===== config.mk =====
export PLATFORM = sky130hd
export DESIGN_NAME = contact_refcount_table
export DESIGN_NICKNAME = d
export VERILOG_FILES = /design/src/hw/rtl/crt_pkg.sv /design/src/hw/rtl/crt_cell.sv /design/src/hw/rtl/contact_refcount_table.sv
export VERILOG_INCLUDE_DIRS = /design/src /design/src/hw/rtl
export SDC_FILE = /design/constraint.sdc
export NUM_CORES = 1
export LEC_CHECK = 0
export ABC_AREA = 1
export BUFFER_PORTS_ARGS = -buffer_cell sky130_fd_sc_hd__buf_4
export CAP_MARGIN = 20
export CORE_MARGIN = 3
export CORE_UTILIZATION = 42
export CTS_CLUSTER_SIZE = 30
export DETAILED_ROUTE_END_ITERATION = 12
export HOLD_SLACK_MARGIN = 0.1
export PLACE_DENSITY = 0.6
export SYNTH_ARGS = -nofsm -noshare
export SYNTH_HDL_FRONTEND = slang
export SYNTH_HIERARCHICAL = 1
export SYNTH_SLANG_ARGS = --single-unit

===== constraint.sdc =====
create_clock -name clk_i -period 13.55 [get_ports clk_i]
set_clock_uncertainty 0.05 [all_clocks]
set_input_delay 0.6775 -clock clk_i [delete_from_list [all_inputs] [get_ports clk_i]]
set_output_delay 0.6775 -clock clk_i [all_outputs]
set_load 0.02 [all_outputs]

===== src/hw/rtl/assert_macros.svh =====
// assertion macros shared by the contact table rtl
// no dependencies; bodies are empty when SYNTHESIS is defined
`ifndef ASSERT_MACROS_SVH
`define ASSERT_MACROS_SVH
`ifndef SYNTHESIS
`define CRT_ASSERT(lbl, clk, rstn, prop, msg) \
  lbl: assert property (@(posedge clk) disable iff (!rstn) prop) else $error(msg);
`define CRT_ASSERT_NEVER(lbl, clk, rstn, cond, msg) \
  `CRT_ASSERT(lbl, clk, rstn, !(cond), msg)
`else
`define CRT_ASSERT(lbl, clk, rstn, prop, msg)
`define CRT_ASSERT_NEVER(lbl, clk, rstn, cond, msg)
`endif
`endif


===== src/hw/rtl/crt_pkg.sv =====
// constants, codes and chain types for the contact reference count table
// no dependencies; used by crt_cell and contact_refcount_table
package crt_pkg;

  localparam int TABLE_ENTRIES = 16;
  localparam int ID_BITS       = 16;
  localparam int COUNT_BITS    = 8;

  // ids on the ports are 16 bits wide; compares use the low ID_BITS
  localparam int ID_W = (ID_BITS > 16) ? 16 : ID_BITS;

  localparam logic [COUNT_BITS-1:0] CNT_MAX = '1;
  localparam logic [COUNT_BITS-1:0] CNT_ONE = COUNT_BITS'(1);

  // register index on the apb port
  localparam int REG_OWN_BODY_ID = 0;

  typedef enum logic [1:0] {
    EV_NONE  = 2'd0,
    EV_BEGAN = 2'd1,
    EV_ENDED = 2'd2,
    EV_FULL  = 2'd3
  } event_e;

  typedef enum logic {
    OP_BEGIN = 1'b0,
    OP_END   = 1'b1
  } op_e;

  // notice travelling down the row of cells
  typedef struct packed {
    logic            vld;
    logic            act;
    op_e             op;
    logic [ID_W-1:0] id;
    logic            hit;
    logic            claimed;
    logic            erased;
  } tok_t;

  // broadcast from the end of the row
  typedef struct packed {
    logic done;
    logic commit;
  } cmt_t;

endpackage


===== src/hw/rtl/crt_cell.sv =====
// one table slot of the contact table: valid mark, partner id and pair count
// uses crt_pkg and assert_macros.svh
`include "assert_macros.svh"

module crt_cell (
  input  logic          clk_i,
  input  logic          rst_ni,
  input  crt_pkg::tok_t tok_i,
  input  crt_pkg::cmt_t cmt_i,
  output crt_pkg::tok_t tok_o
);

  logic                          valid_q, valid_d;
  logic                          pend_q, pend_d;
  logic [crt_pkg::ID_W-1:0]       id_q, id_d;
  logic [crt_pkg::COUNT_BITS-1:0] cnt_q, cnt_d;
  crt_pkg::tok_t                 tok_q, tok_d;
  logic                          hit_here;
  logic                          claim_here;

  assign hit_here = tok_i.vld && tok_i.act && valid_q && !tok_i.hit && (id_q == tok_i.id);
  assign claim_here = tok_i.vld && tok_i.act && !valid_q && !pend_q &&
                      (tok_i.op == crt_pkg::OP_BEGIN) && !tok_i.claimed;

  always_comb begin
    valid_d = valid_q;
    pend_d  = pend_q;
    id_d    = id_q;
    cnt_d   = cnt_q;
    tok_d   = tok_i;
    // end of a pass: a claimed free slot is taken or released
    if (cmt_i.done) begin
      pend_d = 1'b0;
      if (cmt_i.commit && pend_q) begin
        valid_d = 1'b1;
        cnt_d   = crt_pkg::CNT_ONE;
      end
    end
    if (hit_here) begin
      tok_d.hit = 1'b1;
      if (tok_i.op == crt_pkg::OP_BEGIN) begin
        if (cnt_q != crt_pkg::CNT_MAX) begin
          cnt_d = cnt_q + crt_pkg::CNT_ONE;
        end
      end else if (cnt_q > crt_pkg::CNT_ONE) begin
        cnt_d = cnt_q - crt_pkg::CNT_ONE;
      end else begin
        valid_d      = 1'b0;
        tok_d.erased = 1'b1;
      end
    end else if (claim_here) begin
      // hold the slot until the pass shows the partner is not stored further on
      pend_d        = 1'b1;
      id_d          = tok_i.id;
      tok_d.claimed = 1'b1;
    end
  end

  always_ff @(posedge clk_i or negedge rst_ni) begin
    if (!rst_ni) begin
      valid_q <= 1'b0;
      pend_q  <= 1'b0;
      tok_q   <= '0;
    end else begin
      valid_q <= valid_d;
      pend_q  <= pend_d;
      tok_q   <= tok_d;
    end
  end

  always_ff @(posedge clk_i) begin
    id_q  <= id_d;
    cnt_q <= cnt_d;
  end

  assign tok_o = tok_q;

  `CRT_ASSERT_NEVER(a_pend_on_valid, clk_i, rst_ni, valid_q && pend_q,
                    "slot claimed while holding a partner")
  `CRT_ASSERT(a_cnt_nonzero, clk_i, rst_ni, valid_q |-> (cnt_q != '0),
              "stored partner with zero count")
  `CRT_ASSERT_NEVER(a_erase_without_hit, clk_i, rst_ni, tok_q.erased && !tok_q.hit,
                    "notice marks an erase but found no partner")

endmodule


===== src/hw/rtl/contact_refcount_table.sv =====
// top level of the contact reference count table: row of crt_cell slots,
// notice intake, result register and apb register port; uses crt_pkg, crt_cell
//
//  channel   ports                                       transfer
//  notice    start, busy, operation_i, body_a_i/_b_i     start && !busy
//  result    res_valid_o, event_res_o, partner_id_o,     res_valid_o, one cycle
//            pair_count_o
//  config    psel, penable, pwrite, paddr, pwdata,       psel && penable && pwrite
//            prdata, pready
//
// a notice walks the row one slot per cycle, and the result register after the
// last slot shows its outcome.
// busy stays high until the cycle that shows the result, so one notice is in
// the row at a time and a new one can be taken from that cycle on.
// the last cycle of the walk commits a new entry into the slot it claimed.
// reset clears all valid marks at once; the result side cannot stall.
`include "assert_macros.svh"

module contact_refcount_table (
  input  logic        clk_i,
  input  logic        rst_ni,
  input  logic        start,
  output logic        busy,
  input  logic [0:0]  operation_i,
  input  logic [15:0] body_a_i,
  input  logic [15:0] body_b_i,
  output logic        res_valid_o,
  output logic [1:0]  event_res_o,
  output logic [15:0] partner_id_o,
  output logic [7:0]  pair_count_o,
  input  logic        psel,
  input  logic        penable,
  input  logic        pwrite,
  input  logic [2:0]  paddr,
  input  logic [31:0] pwdata,
  output logic [31:0] prdata,
  output logic        pready
);

  localparam logic [2:0] AddrOwnId = 3'(4 * crt_pkg::REG_OWN_BODY_ID);

  logic [15:0]              own_q;
  logic                     busy_q;
  logic                     accept;
  logic [crt_pkg::ID_W-1:0] a_id, b_id, own_id;
  crt_pkg::tok_t            tok_w [crt_pkg::TABLE_ENTRIES+1];
  crt_pkg::tok_t            last;
  crt_pkg::cmt_t            cmt;
  crt_pkg::event_e          ev;
  logic                     res_valid_q;
  crt_pkg::event_e          ev_q;
  logic [15:0]              pid_q;
  logic [7:0]               cnt_q;

  // register port
  assign pready = 1'b1;
  assign prdata = (paddr == AddrOwnId) ? 32'(own_q) : 32'd0;

  always_ff @(posedge clk_i or negedge rst_ni) begin
    if (!rst_ni) begin
      own_q <= '0;
    end else if (psel && penable && pwrite && pready && (paddr == AddrOwnId)) begin
      own_q <= pwdata[15:0];
    end
  end

  // notice intake
  assign accept = start && !busy_q;
  assign a_id   = body_a_i[crt_pkg::ID_W-1:0];
  assign b_id   = body_b_i[crt_pkg::ID_W-1:0];
  assign own_id = own_q[crt_pkg::ID_W-1:0];

  always_comb begin
    tok_w[0]         = '0;
    tok_w[0].vld     = accept;
    tok_w[0].op      = crt_pkg::op_e'(operation_i);
    tok_w[0].act     = (a_id == own_id) || (b_id == own_id);
    tok_w[0].id      = (a_id == own_id) ? b_id : a_id;
  end

  for (genvar g = 0; g < crt_pkg::TABLE_ENTRIES; g++) begin : g_cell
    crt_cell u_cell (
      .clk_i (clk_i),
      .rst_ni(rst_ni),
      .tok_i (tok_w[g]),
      .cmt_i (cmt),
      .tok_o (tok_w[g+1])
    );
  end

  assign last = tok_w[crt_pkg::TABLE_ENTRIES];

  // outcome at the end of the row
  always_comb begin
    ev = crt_pkg::EV_NONE;
    if (last.act) begin
      if (last.op == crt_pkg::OP_BEGIN) begin
        if (!last.hit) begin
          ev = last.claimed ? crt_pkg::EV_BEGAN : crt_pkg::EV_FULL;
        end
      end else if (last.erased) begin
        ev = crt_pkg::EV_ENDED;
      end
    end
    cmt.done   = last.vld;
    cmt.commit = last.vld && (ev == crt_pkg::EV_BEGAN);
  end

  always_ff @(posedge clk_i or negedge rst_ni) begin
    if (!rst_ni) begin
      busy_q      <= 1'b0;
      res_valid_q <= 1'b0;
    end else begin
      res_valid_q <= last.vld;
      if (accept) begin
        busy_q <= 1'b1;
      end else if (last.vld) begin
        busy_q <= 1'b0;
      end
    end
  end

  always_ff @(posedge clk_i) begin
    if (last.vld) begin
      ev_q  <= ev;
      pid_q <= (ev != crt_pkg::EV_NONE) ? 16'(last.id) : 16'd0;
      cnt_q <= (ev == crt_pkg::EV_BEGAN) ? 8'd1 : 8'd0;
    end
  end

  assign busy         = busy_q;
  assign res_valid_o  = res_valid_q;
  assign event_res_o  = res_valid_q ? ev_q : crt_pkg::EV_NONE;
  assign partner_id_o = res_valid_q ? pid_q : 16'd0;
  assign pair_count_o = res_valid_q ? cnt_q : 8'd0;

  `CRT_ASSERT(a_busy_after_take, clk_i, rst_ni, (start && !busy) |=> busy,
              "notice taken but block not busy")
  `CRT_ASSERT(a_result_ends_busy, clk_i, rst_ni, res_valid_o |-> (!busy && $past(busy)),
              "result without a notice in flight")
  `CRT_ASSERT(a_began_count, clk_i, rst_ni,
              (res_valid_o && (event_res_o == crt_pkg::EV_BEGAN)) |-> (pair_count_o == 8'd1),
              "new partner reported with count other than one")

endmodule


==> flow_summary.toml, run 1 <==
[critical_path]
r2r_cells = 11
crit_path_max_incr_delay_ps = 840
slowest_stage = "dfrtp_4"
rrSetupSlack_ps = 10330
path_cells = "buf_4 -> buf_4 -> nand3_1 -> nand2_1 -> inv_1 -> nand2_2 -> nand2_1 -> nand2_1 -> nand2_1 -> nand2_1 -> nand2_1"
reg2reg_from = "g_cell[15].u_cell/tok_o[21]"
crit_type = "reg2reg"
crit_top_cell = "nand2_1"
worstPathArrival_ps = 3690
critPathMaxFanout = 50
crit_path_start_kind = "flop"
rr_endpoint = "g_cell[4].u_cell/cnt_q[3]"
startpoint = "g_cell[15].u_cell/tok_o[21]"
worstPathRequired_ps = 14020
worst_setup_path_end_kind = "flop"

[grt]
grt.total_usage_pct = 15.91
first_global_vias = 29320
grt_overflow = 0
grt_max_degree = 122
grt_pass1_wl_um = 134600
antenna_found_initial = 0

[clock_network]
htreeDepth = 3
ctsHoldBuffers = 0
cts_buffers = 87
insertion_delay_ps = 640
cts_tree = "built"
postCtsSetupBuffers = 0
clkTransAtPathRegs_ps = 60
cts-root-buf = "clkbuf_16"
numClockSinks = 805
ctsResizeCount = 0
cts_buffer_depth = 3

[synth]
synth_cell_types = 40
async_flop_share_pct = 49.94
syn_area_um2 = 40600
syn_inst = 5161
avgSynthCellArea_um2 = 7.866
ys_ff_latch = 805
synth_ff_type = "dfrtp_1"
synth_edf_count = 275
yosysWarnings = 6
yosysSeqAreaShare_pct = 51.43

[timing]
setup_viol = 0
period_share_pct = 23.74
setup_tns_ps = 0
fmax_ghz = 0.3109
grt_setup_unrepaired = "false"
period_needed_ps = 3216
maxSlewViolCount = 0
worst_pin_slew_ps = 1108
hold_viol_final = 0
max_slew_margin_pct = 25.95

[floorplanning]
fp-row-count = 113
ioPinCount = 135
die_height_um = 316.9
die_w_um = 316.9
core_area_um2 = 95440
die_area_um2 = 100400
start_util_pct = 42.54

[layout]
n_antenna_cell = 0
final_area_um2 = 45500
syn2layout_area_growth_pct = 12.08
nets = 5424
drive_gt1_share_pct = 10.10

[worst_hold_path]
hold_path.class = "in2async"

[detailed_routing]
drtIter0Drc = 1577
wl_um = 78450
drt_first_pass_iters = 5
via_count = 30460
ant_nets = 0
wl_per_cell_um = 11.81
drc = 0
avgViaCountPerCell = 4.587

[flow_run]
maxCapViolCount = 0

[placement]
postPlaceCellArea_um2 = 42440
dp_hpwl_um = 54780
gp_congestion = 0.8691
portBuffers = 94

[power]
ir_drop_v = 0.00007849
p_leak_nw = 23.15
power_density_nw_per_um2 = 116.1

[outcome]
status = "finished, final reports clean"
## how the worst max path moves through the flow
stage	endpoint	slack, ps	cells after the start
5_1_grt	g_cell[6].u_cell/cnt_q[2]	10110	11
3_3_place_gp	g_cell[15].u_cell/tok_o[7]	9890	3
6_report	g_cell[4].u_cell/cnt_q[3]	10330	11
4_1_cts	g_cell[9].u_cell/cnt_q[5]	10350	11
2_1_floorplan	g_cell[9].u_cell/cnt_q[4]	8930	9
3_5_place_dp	g_cell[15].u_cell/tok_o[8]	9840	3
## layout by cell type, fill, tap and decap left out, types with 22 or more instances in the layout
master,count
buf_4,113
inv_2,48
inv_1,740
nor2_4,53
a21oi_1,80
o21ai_0,101
nand2_1,1959
xor2_1,77
o21ai_1,96
nor2_2,78
dfxtp_1,128
conb_1,31
edfxtp_1,275
nor2_1,486
nand2_2,47
nand4_1,24
clkbuf_16,90
nand3_1,221
dfrtp_1,401
xnor2_1,44
ha_1,48
nor3_1,25
clkbuf_1,26
o21ai_2,22
## routing by layer
metal | wire (µm) | vias to the layer above | track usage [%]
met1 | 32860 | 13780 | 18.15
met3 | 2953 | 123 | 2.698
li1 | - | 16110 | -
met5 | 0 | - | 0
met2 | 40890 | 449 | 30.24
met4 | 1743 | 0 | 4.621
## area by class of cell
class	instances	area, µm²
inverter	804	3030
tap	1265	1583
sequential	805	20880
multi-input combinational	3488	16080
clock inverter	40	556.8
timing repair buffer	116	918.4
clock buffer	123	2446
fill	9054	49940
## cell usage after synthesis, types with 17 or more instances
cell | number | area [µm²]
a21oi_1 | 80 | 400.4
buf_4 | 57 | 427.9
edfxtp_1 | 275 | 8258
o21ai_2 | 22 | 192.7
o21ai_1 | 96 | 480.5
nor2_1 | 489 | 1836
inv_1 | 740 | 2778
dfrtp_1 | 402 | 10060
xnor2_1 | 44 | 385.4
nand2_1 | 1959 | 7353
nand2_2 | 47 | 294.0
nor2_2 | 76 | 475.5
xor2_1 | 77 | 674.4
nand4_1 | 24 | 150.1
inv_2 | 48 | 180.2
buf_6 | 18 | 202.7
o211ai_1 | 17 | 127.6
ha_1 | 48 | 600.6
nor2_4 | 52 | 585.6
dfxtp_1 | 128 | 2562
nand3_1 | 221 | 1106
nor3_1 | 25 | 125.1
o21ai_0 | 101 | 505.5
## state kept, by name, indices dropped and copies added (netlist names)
name	count
g_cell.u_cell/valid_q	16
g_cell.u_cell/cnt_q	128
g_cell.u_cell/tok_o	352
res_valid_o	1
ev_q	2
own_id	16
g_cell.u_cell/id_q	256
g_cell.u_cell/pend_q	16
busy	1
pid_q	16
cnt_q	1
## power breakdown
part	total [W]	switching, W	internal, W	leakage (nW)
sequential	0.00263	0.0000579	0.00257	8.30
combinational	0.000191	0.000120	0.0000713	13.4
clock	0.00246	0.000952	0.00151	1.45
total	0.00528	0.00113	0.00415	23.2
## worst max-delay path: cells and delay by family, from the launching register on
kind / cells / cell delay, ps
buf+inv: 3 / 1290
simple gates: 8 / 870
flops: 1 / 840
## cells by family after synthesis
group / after synthesis / synth area share, %
simple gates: 2956 / 30.76
buf+inv: 897 / 9.249
flops: 805 / 51.43
compound gates: 332 / 4.451
xor+xnor: 121 / 2.611
fa+ha+maj: 48 / 1.479
other cells: 2 / 0.01850
## stage by stage
step | power (W) | utilization (%) | cells | setup slack [ps] | hold slack, ps
global route | 0.005512 | 47.68 | 6641 | 10110 | 148.5
detailed placement | 0.002871 | 44.47 | 6476 | 9844 | 311.1
global placement | 0.002863 | 44.47 | 6476 | 9888 | 307.3
floorplan | 0.002794 | - | 5190 | 8926 | 303.5
finish | 0.005283 | 47.68 | 6641 | 10330 | 82.77
CTS | 0.005370 | 47.62 | 6639 | 10350 | 112.8
Power figures use the tool's default switching activity.
==> run 2: changes to the inputs <==
- clock period: 13.55 -> 3 ns (I/O delays scaled with it)
==> flow_summary.toml, run 2 (synthesis results as in run 1) <==
[timing]
hold_viol_final = 0
grt_setup_unrepaired = "false"
period_needed_ps = 2608
setup_tns_ps = 0
worst_pin_slew_ps = 742.3
period_share_pct = 86.94
setup_viol = 0
fmax_ghz = 0.3834
maxSlewViolCount = 0
max_slew_margin_pct = 50.51

[detailed_routing]
drtIter0Drc = 1671
ant_nets = 0
drc = 0
via_count = 31050
wl_um = 81730
wl_per_cell_um = 12.13
avgViaCountPerCell = 4.607
drt_first_pass_iters = 5

[grt]
first_global_vias = 29870
antenna_found_initial = 0
grt.total_usage_pct = 16.40
grt_max_degree = 85
grt_pass1_wl_um = 138600
grt_overflow = 0

[layout]
seq_area_um2 = 20880
n_antenna_cell = 0
syn2layout_area_growth_pct = 14.28
final_cell_mix = "1959 x nand2_1, 740 x inv_1, 488 x nor2_1, 401 x dfrtp_1, 275 x edfxtp_1"
multi_input_area_um2 = 16080
final_cells = 6740
fillers = 8985
largest_reg_flops = 352
final_common_cell = "nand2_1"
nets = 5530
drive_gt1_share_pct = 10.06

[power]
netSwitchingFraction_pct = 21.84
p_leak_nw = 23.49
internal-power_w = 0.01830
power_frac_comb_pct = 4.4
power.switching_w = 0.005116
pwr-share-clk_pct = 44.8
ir_drop_v = 0.0004124
power_density_nw_per_um2 = 504.8
sequentialPowerShare_pct = 50.7

[critical_path]
worst_setup_path_end_kind = "flop"
worstPathArrival_ps = 3060
worstPathRequired_ps = 3450
crit_path_start_kind = "flop"
reg2reg_from = "own_id[6]"
crit_type = "reg2reg"
startpoint = "own_id[6]"
critPathMaxFanout = 13

[clock_network]
clkTransAtPathRegs_ps = 60
htreeDepth = 3
cts_buffer_depth = 3
insertion_delay_ps = 630
postCtsSetupBuffers = 0
cts_tree = "built"
numClockSinks = 805
ctsHoldBuffers = 98
cts_buffers = 85
ctsResizeCount = 0
cts-root-buf = "clkbuf_16"

[floorplanning]
die_area_um2 = 100400
fp-row-count = 113
ioPinCount = 135
start_util_pct = 42.54
core_area_um2 = 95440
die_w_um = 316.9
die_height_um = 316.9

[flow_run]
maxCapViolCount = 0

[placement]
dp_hpwl_um = 57300
portBuffers = 94
dp_cells = 6488
gp_congestion = 0.8835

[worst_hold_path]
worstHoldStart = "body_b_i[0]"
hold_path.class = "in2reg"

[outcome]
status = "finished, final reports clean"
run 2: metrics by stage:
stage / worst slack (ps) / instance area [µm²] / util (%) / hold slack, ps / total power (W)
final: 391.7 / 46390 / 48.61 / 132.2 / 0.02342
after global routing: 58.48 / 46390 / 48.61 / 128.8 / 0.02439
after CTS: 336.7 / 46390 / 48.61 / 105.6 / 0.02379
after detailed placement: 351.9 / 42600 / 44.64 / 176.6 / 0.01299
after global placement: 383.1 / 42600 / 44.64 / 181.7 / 0.01295
after floorplan: 187.2 / 40710 / - / -195.6 / 0.01262
run 2: power groups by stage:
stage               clock network [W]  registers (W)  logic [W]
finish                         0.0105         0.0119    0.00104
global route                   0.0113         0.0119    0.00119
CTS                            0.0109         0.0119    0.00104
detailed placement                  0         0.0121   0.000893
global placement                    0         0.0121   0.000874
floorplan                           0         0.0120   0.000604
run 2: layer usage:
metal | vias up | routed length [µm] | global-route usage [%]
met2 | 417 | 42120 | 30.79
met4 | 0 | 2397 | 5.293
met5 | - | 0 | 0
li1 | 16270 | - | -
met3 | 150 | 2591 | 2.515
met1 | 14210 | 34620 | 19.01
run 2: final cells by class:
type                            count  share of cell area, %
Sequential cell                   805                  45.02
Multi-Input combinational cell   3488                  34.65
Inverter                          804                  6.532
Clock buffer                      127                  5.337
Timing Repair Buffer              224                  4.331
Tap cell                         1265                  3.412
Clock inverter                     27                 0.7174
run 2: critical path, stage by stage, from the launching register on:
cell and delay (ps):
dfrtp_1 380, inv_1 90, nand2_1 60, nand2_1 50, nor2_1 140, nand2_1 110, nor2_4 200, buf_4 210
nand3_1 80, nand2_1 120, inv_1 50, nand2_1 50, nand2_1 50, nor2_1 100, nand2_1 60, nor2_2 210
nand3_2 280, nand2_1 140, o21ai_1 70
run 2: final timing paths:
kind	to	slack (ps)	depth (start not counted)
min	g_cell[0].u_cell/tok_o[20]	130	7
max reg2reg	g_cell[0].u_cell/valid_q	390	18
max in group asynchronous	g_cell[15].u_cell/tok_o[10]	1240	4
max	g_cell[0].u_cell/valid_q	390	18
min reg2reg	g_cell[12].u_cell/tok_o[21]	320	0
min in group asynchronous	g_cell[14].u_cell/tok_o[7]	640	3
==> run 3: changes to the inputs <==
- BUFFER_PORTS_ARGS: -buffer_cell sky130_fd_sc_hd__buf_4 -> -buffer_cell sky130_fd_sc_hd__buf_2
- CTS_BUF_LIST: default -> sky130_fd_sc_hd__clkbuf_16
==> flow_summary.toml, run 3 (synthesis results as in run 1) <==
[outcome]
status = "finished, final reports clean"

[grt]
grt.total_usage_pct = 16.58
grt_max_degree = 87
grt_overflow = 0
grt_pass1_wl_um = 140300
first_global_vias = 30220
antenna_found_initial = 0

[timing]
period_share_pct = 88.49
fmax_ghz = 0.3767
maxSlewViolCount = 0
setup_tns_ps = 0
setup_viol = 0
period_needed_ps = 2655
worst_pin_slew_ps = 612.6
hold_viol_final = 0
grt_setup_unrepaired = "false"
max_slew_margin_pct = 59.06

[critical_path]
crit_top_cell = "nand2_1"
cp.depth = 17
crit_path_max_incr_delay_ps = 400
worstPathRequired_ps = 3480
r2r_cells = 17
critPathMaxFanout = 17
crit_type = "reg2reg"
crit_path_start_kind = "flop"
path_cells = "inv_1 -> nand2_1 -> nand2_1 -> nor2_1 -> nand2_1 -> nor2_4 -> nand2_4 -> nand2_1 -> nand2_1 -> nor2_1 -> nor2_1 -> nor2_1 -> nand2_1 -> nor2_2 -> nand3_2 -> nand2_1 -> nand2_1"
worstPathArrival_ps = 3130
cp.buffers_inverters = 1
slowest_stage = "dfrtp_1"
path_delay_family = "simple AND/OR/NAND/NOR gates"
worst_setup_path_end_kind = "flop"

[power]
p_leak_nw = 23.52
power_density_nw_per_um2 = 506.2
report.power.total_w = 0.02337
ir_drop_v = 0.0003927

[clock_network]
htreeDepth = 3
ctsResizeCount = 0
cts_tree = "built"
numClockSinks = 805
insertion_delay_ps = 640
cts_buffers = 87
cts_buffer_depth = 3
cts-root-buf = "clkbuf_16"
clkTransAtPathRegs_ps = 60

[placement]
gp_congestion = 0.8936
portBuffers = 94
dp_hpwl_um = 56630
dp_cells = 6485

[layout]
final_cell_mix = "1959 x nand2_1, 765 x inv_1, 488 x nor2_1, 401 x dfrtp_1, 275 x edfxtp_1"
syn2layout_area_growth_pct = 13.75
drive_gt1_share_pct = 9.854
n_antenna_cell = 0
largest_reg_flops = 352
nets = 5529
final_cells = 6745
final_common_cell = "nand2_1"

[floorplanning]
core_area_um2 = 95440
die_height_um = 316.9
ioPinCount = 135
die_w_um = 316.9
die_area_um2 = 100400
fp-row-count = 113
start_util_pct = 42.54

[detailed_routing]
wl_um = 81920
drtIter0Drc = 1604
drt_first_pass_iters = 5
via_count = 31150
ant_nets = 0
wl_per_cell_um = 12.15
avgViaCountPerCell = 4.619
drc = 0

[flow_run]
maxCapViolCount = 0

[worst_hold_path]
hold_depth = 7
hold_path.class = "in2reg"
run 3: changes by cell type in the layout (fill, tap and decap cells not counted), sizes merged, moves of 2 or more:
cell | before | now
clkinvlp | 4 | 7
buf | 126 | 124
bufinv | 6 | 8
clkbuf | 127 | 89
inv | 792 | 817
clkinv | 29 | 45
run 3: layout make-up:
type                    instances  area, µm²
fillers                      9024      49260
flip-flops and latches        805      20880
multi-input cells            3488      16080
inverters                     804       3030
clock buffers                  89       2227
repair buffers                221       1772
well taps                    1265       1583
clock inverters                73      603.1
run 3: tightest hold or removal path, cell delays in order:
cell	delay, ps
buf_2	110
xor2_1	120
nor2_1	60
nand2_1	80
nor2_1	80
nand2_1	70
nand2_1	70
run 3: stage by stage:
stage / setup WS [ps] / hold WS [ps] / util (%) / area [µm²]
6_report: 345.3 / 113.5 / 48.38 / 46180
5_1_grt: 34.81 / 185.1 / 48.38 / 46180
4_1_cts: 318.1 / 101.6 / 48.38 / 46180
3_5_place_dp: 323.1 / 142.1 / 44.37 / 42350
3_3_place_gp: 359.4 / 135.9 / 44.37 / 42350
2_1_floorplan: 187.2 / -195.6 / - / 40710
run 3: path summary, 6_finish.rpt:
check	from	to	slack, ps
worst max-delay path	own_id[9]	g_cell[0].u_cell/cnt_q[7]	350
worst min-delay path	body_b_i[2]	g_cell[0].u_cell/tok_o[20]	110
worst max register to register	own_id[9]	g_cell[0].u_cell/cnt_q[7]	350
worst min register to register	g_cell[8].u_cell/tok_o[21]	g_cell[9].u_cell/tok_o[21]	320
max in group asynchronous	rst_ni	g_cell[1].u_cell/tok_o[1]	2370
min in group asynchronous	rst_ni	g_cell[4].u_cell/tok_o[8]	180
run 3: repair_timing:
| action | 4_1_cts | 5_1_grt |
|---|---|---|
| hold endpoints to repair | 462 | 0 |
| buffers inserted | 0 | 0 |
| hold buffers | 98 | 0 |
| setup endpoints to repair | 0 | 0 |
run 3: report_power, final:
group          internal, W  leakage [nW]  total, W  switching, W
Sequential          0.0116          8.30    0.0119      0.000267
Clock              0.00610          1.46    0.0105       0.00438
Combinational     0.000422          13.8   0.00101      0.000588
Total               0.0181          23.5    0.0234       0.00523
run 3: per-layer routing:
| metal | vias to the layer above | share of wire [%] | wire length [µm] | global-route usage, % |
|---|---|---|---|---|
| li1 | 16310 | - | - | - |
| met1 | 14260 | 42 | 34760 | 19.36 |
| met2 | 433 | 51 | 41960 | 30.82 |
| met3 | 151 | 3.1 | 2563 | 2.326 |
| met4 | 0 | 3.2 | 2635 | 6.007 |
| met5 | - | 0 | 0 | 0 |
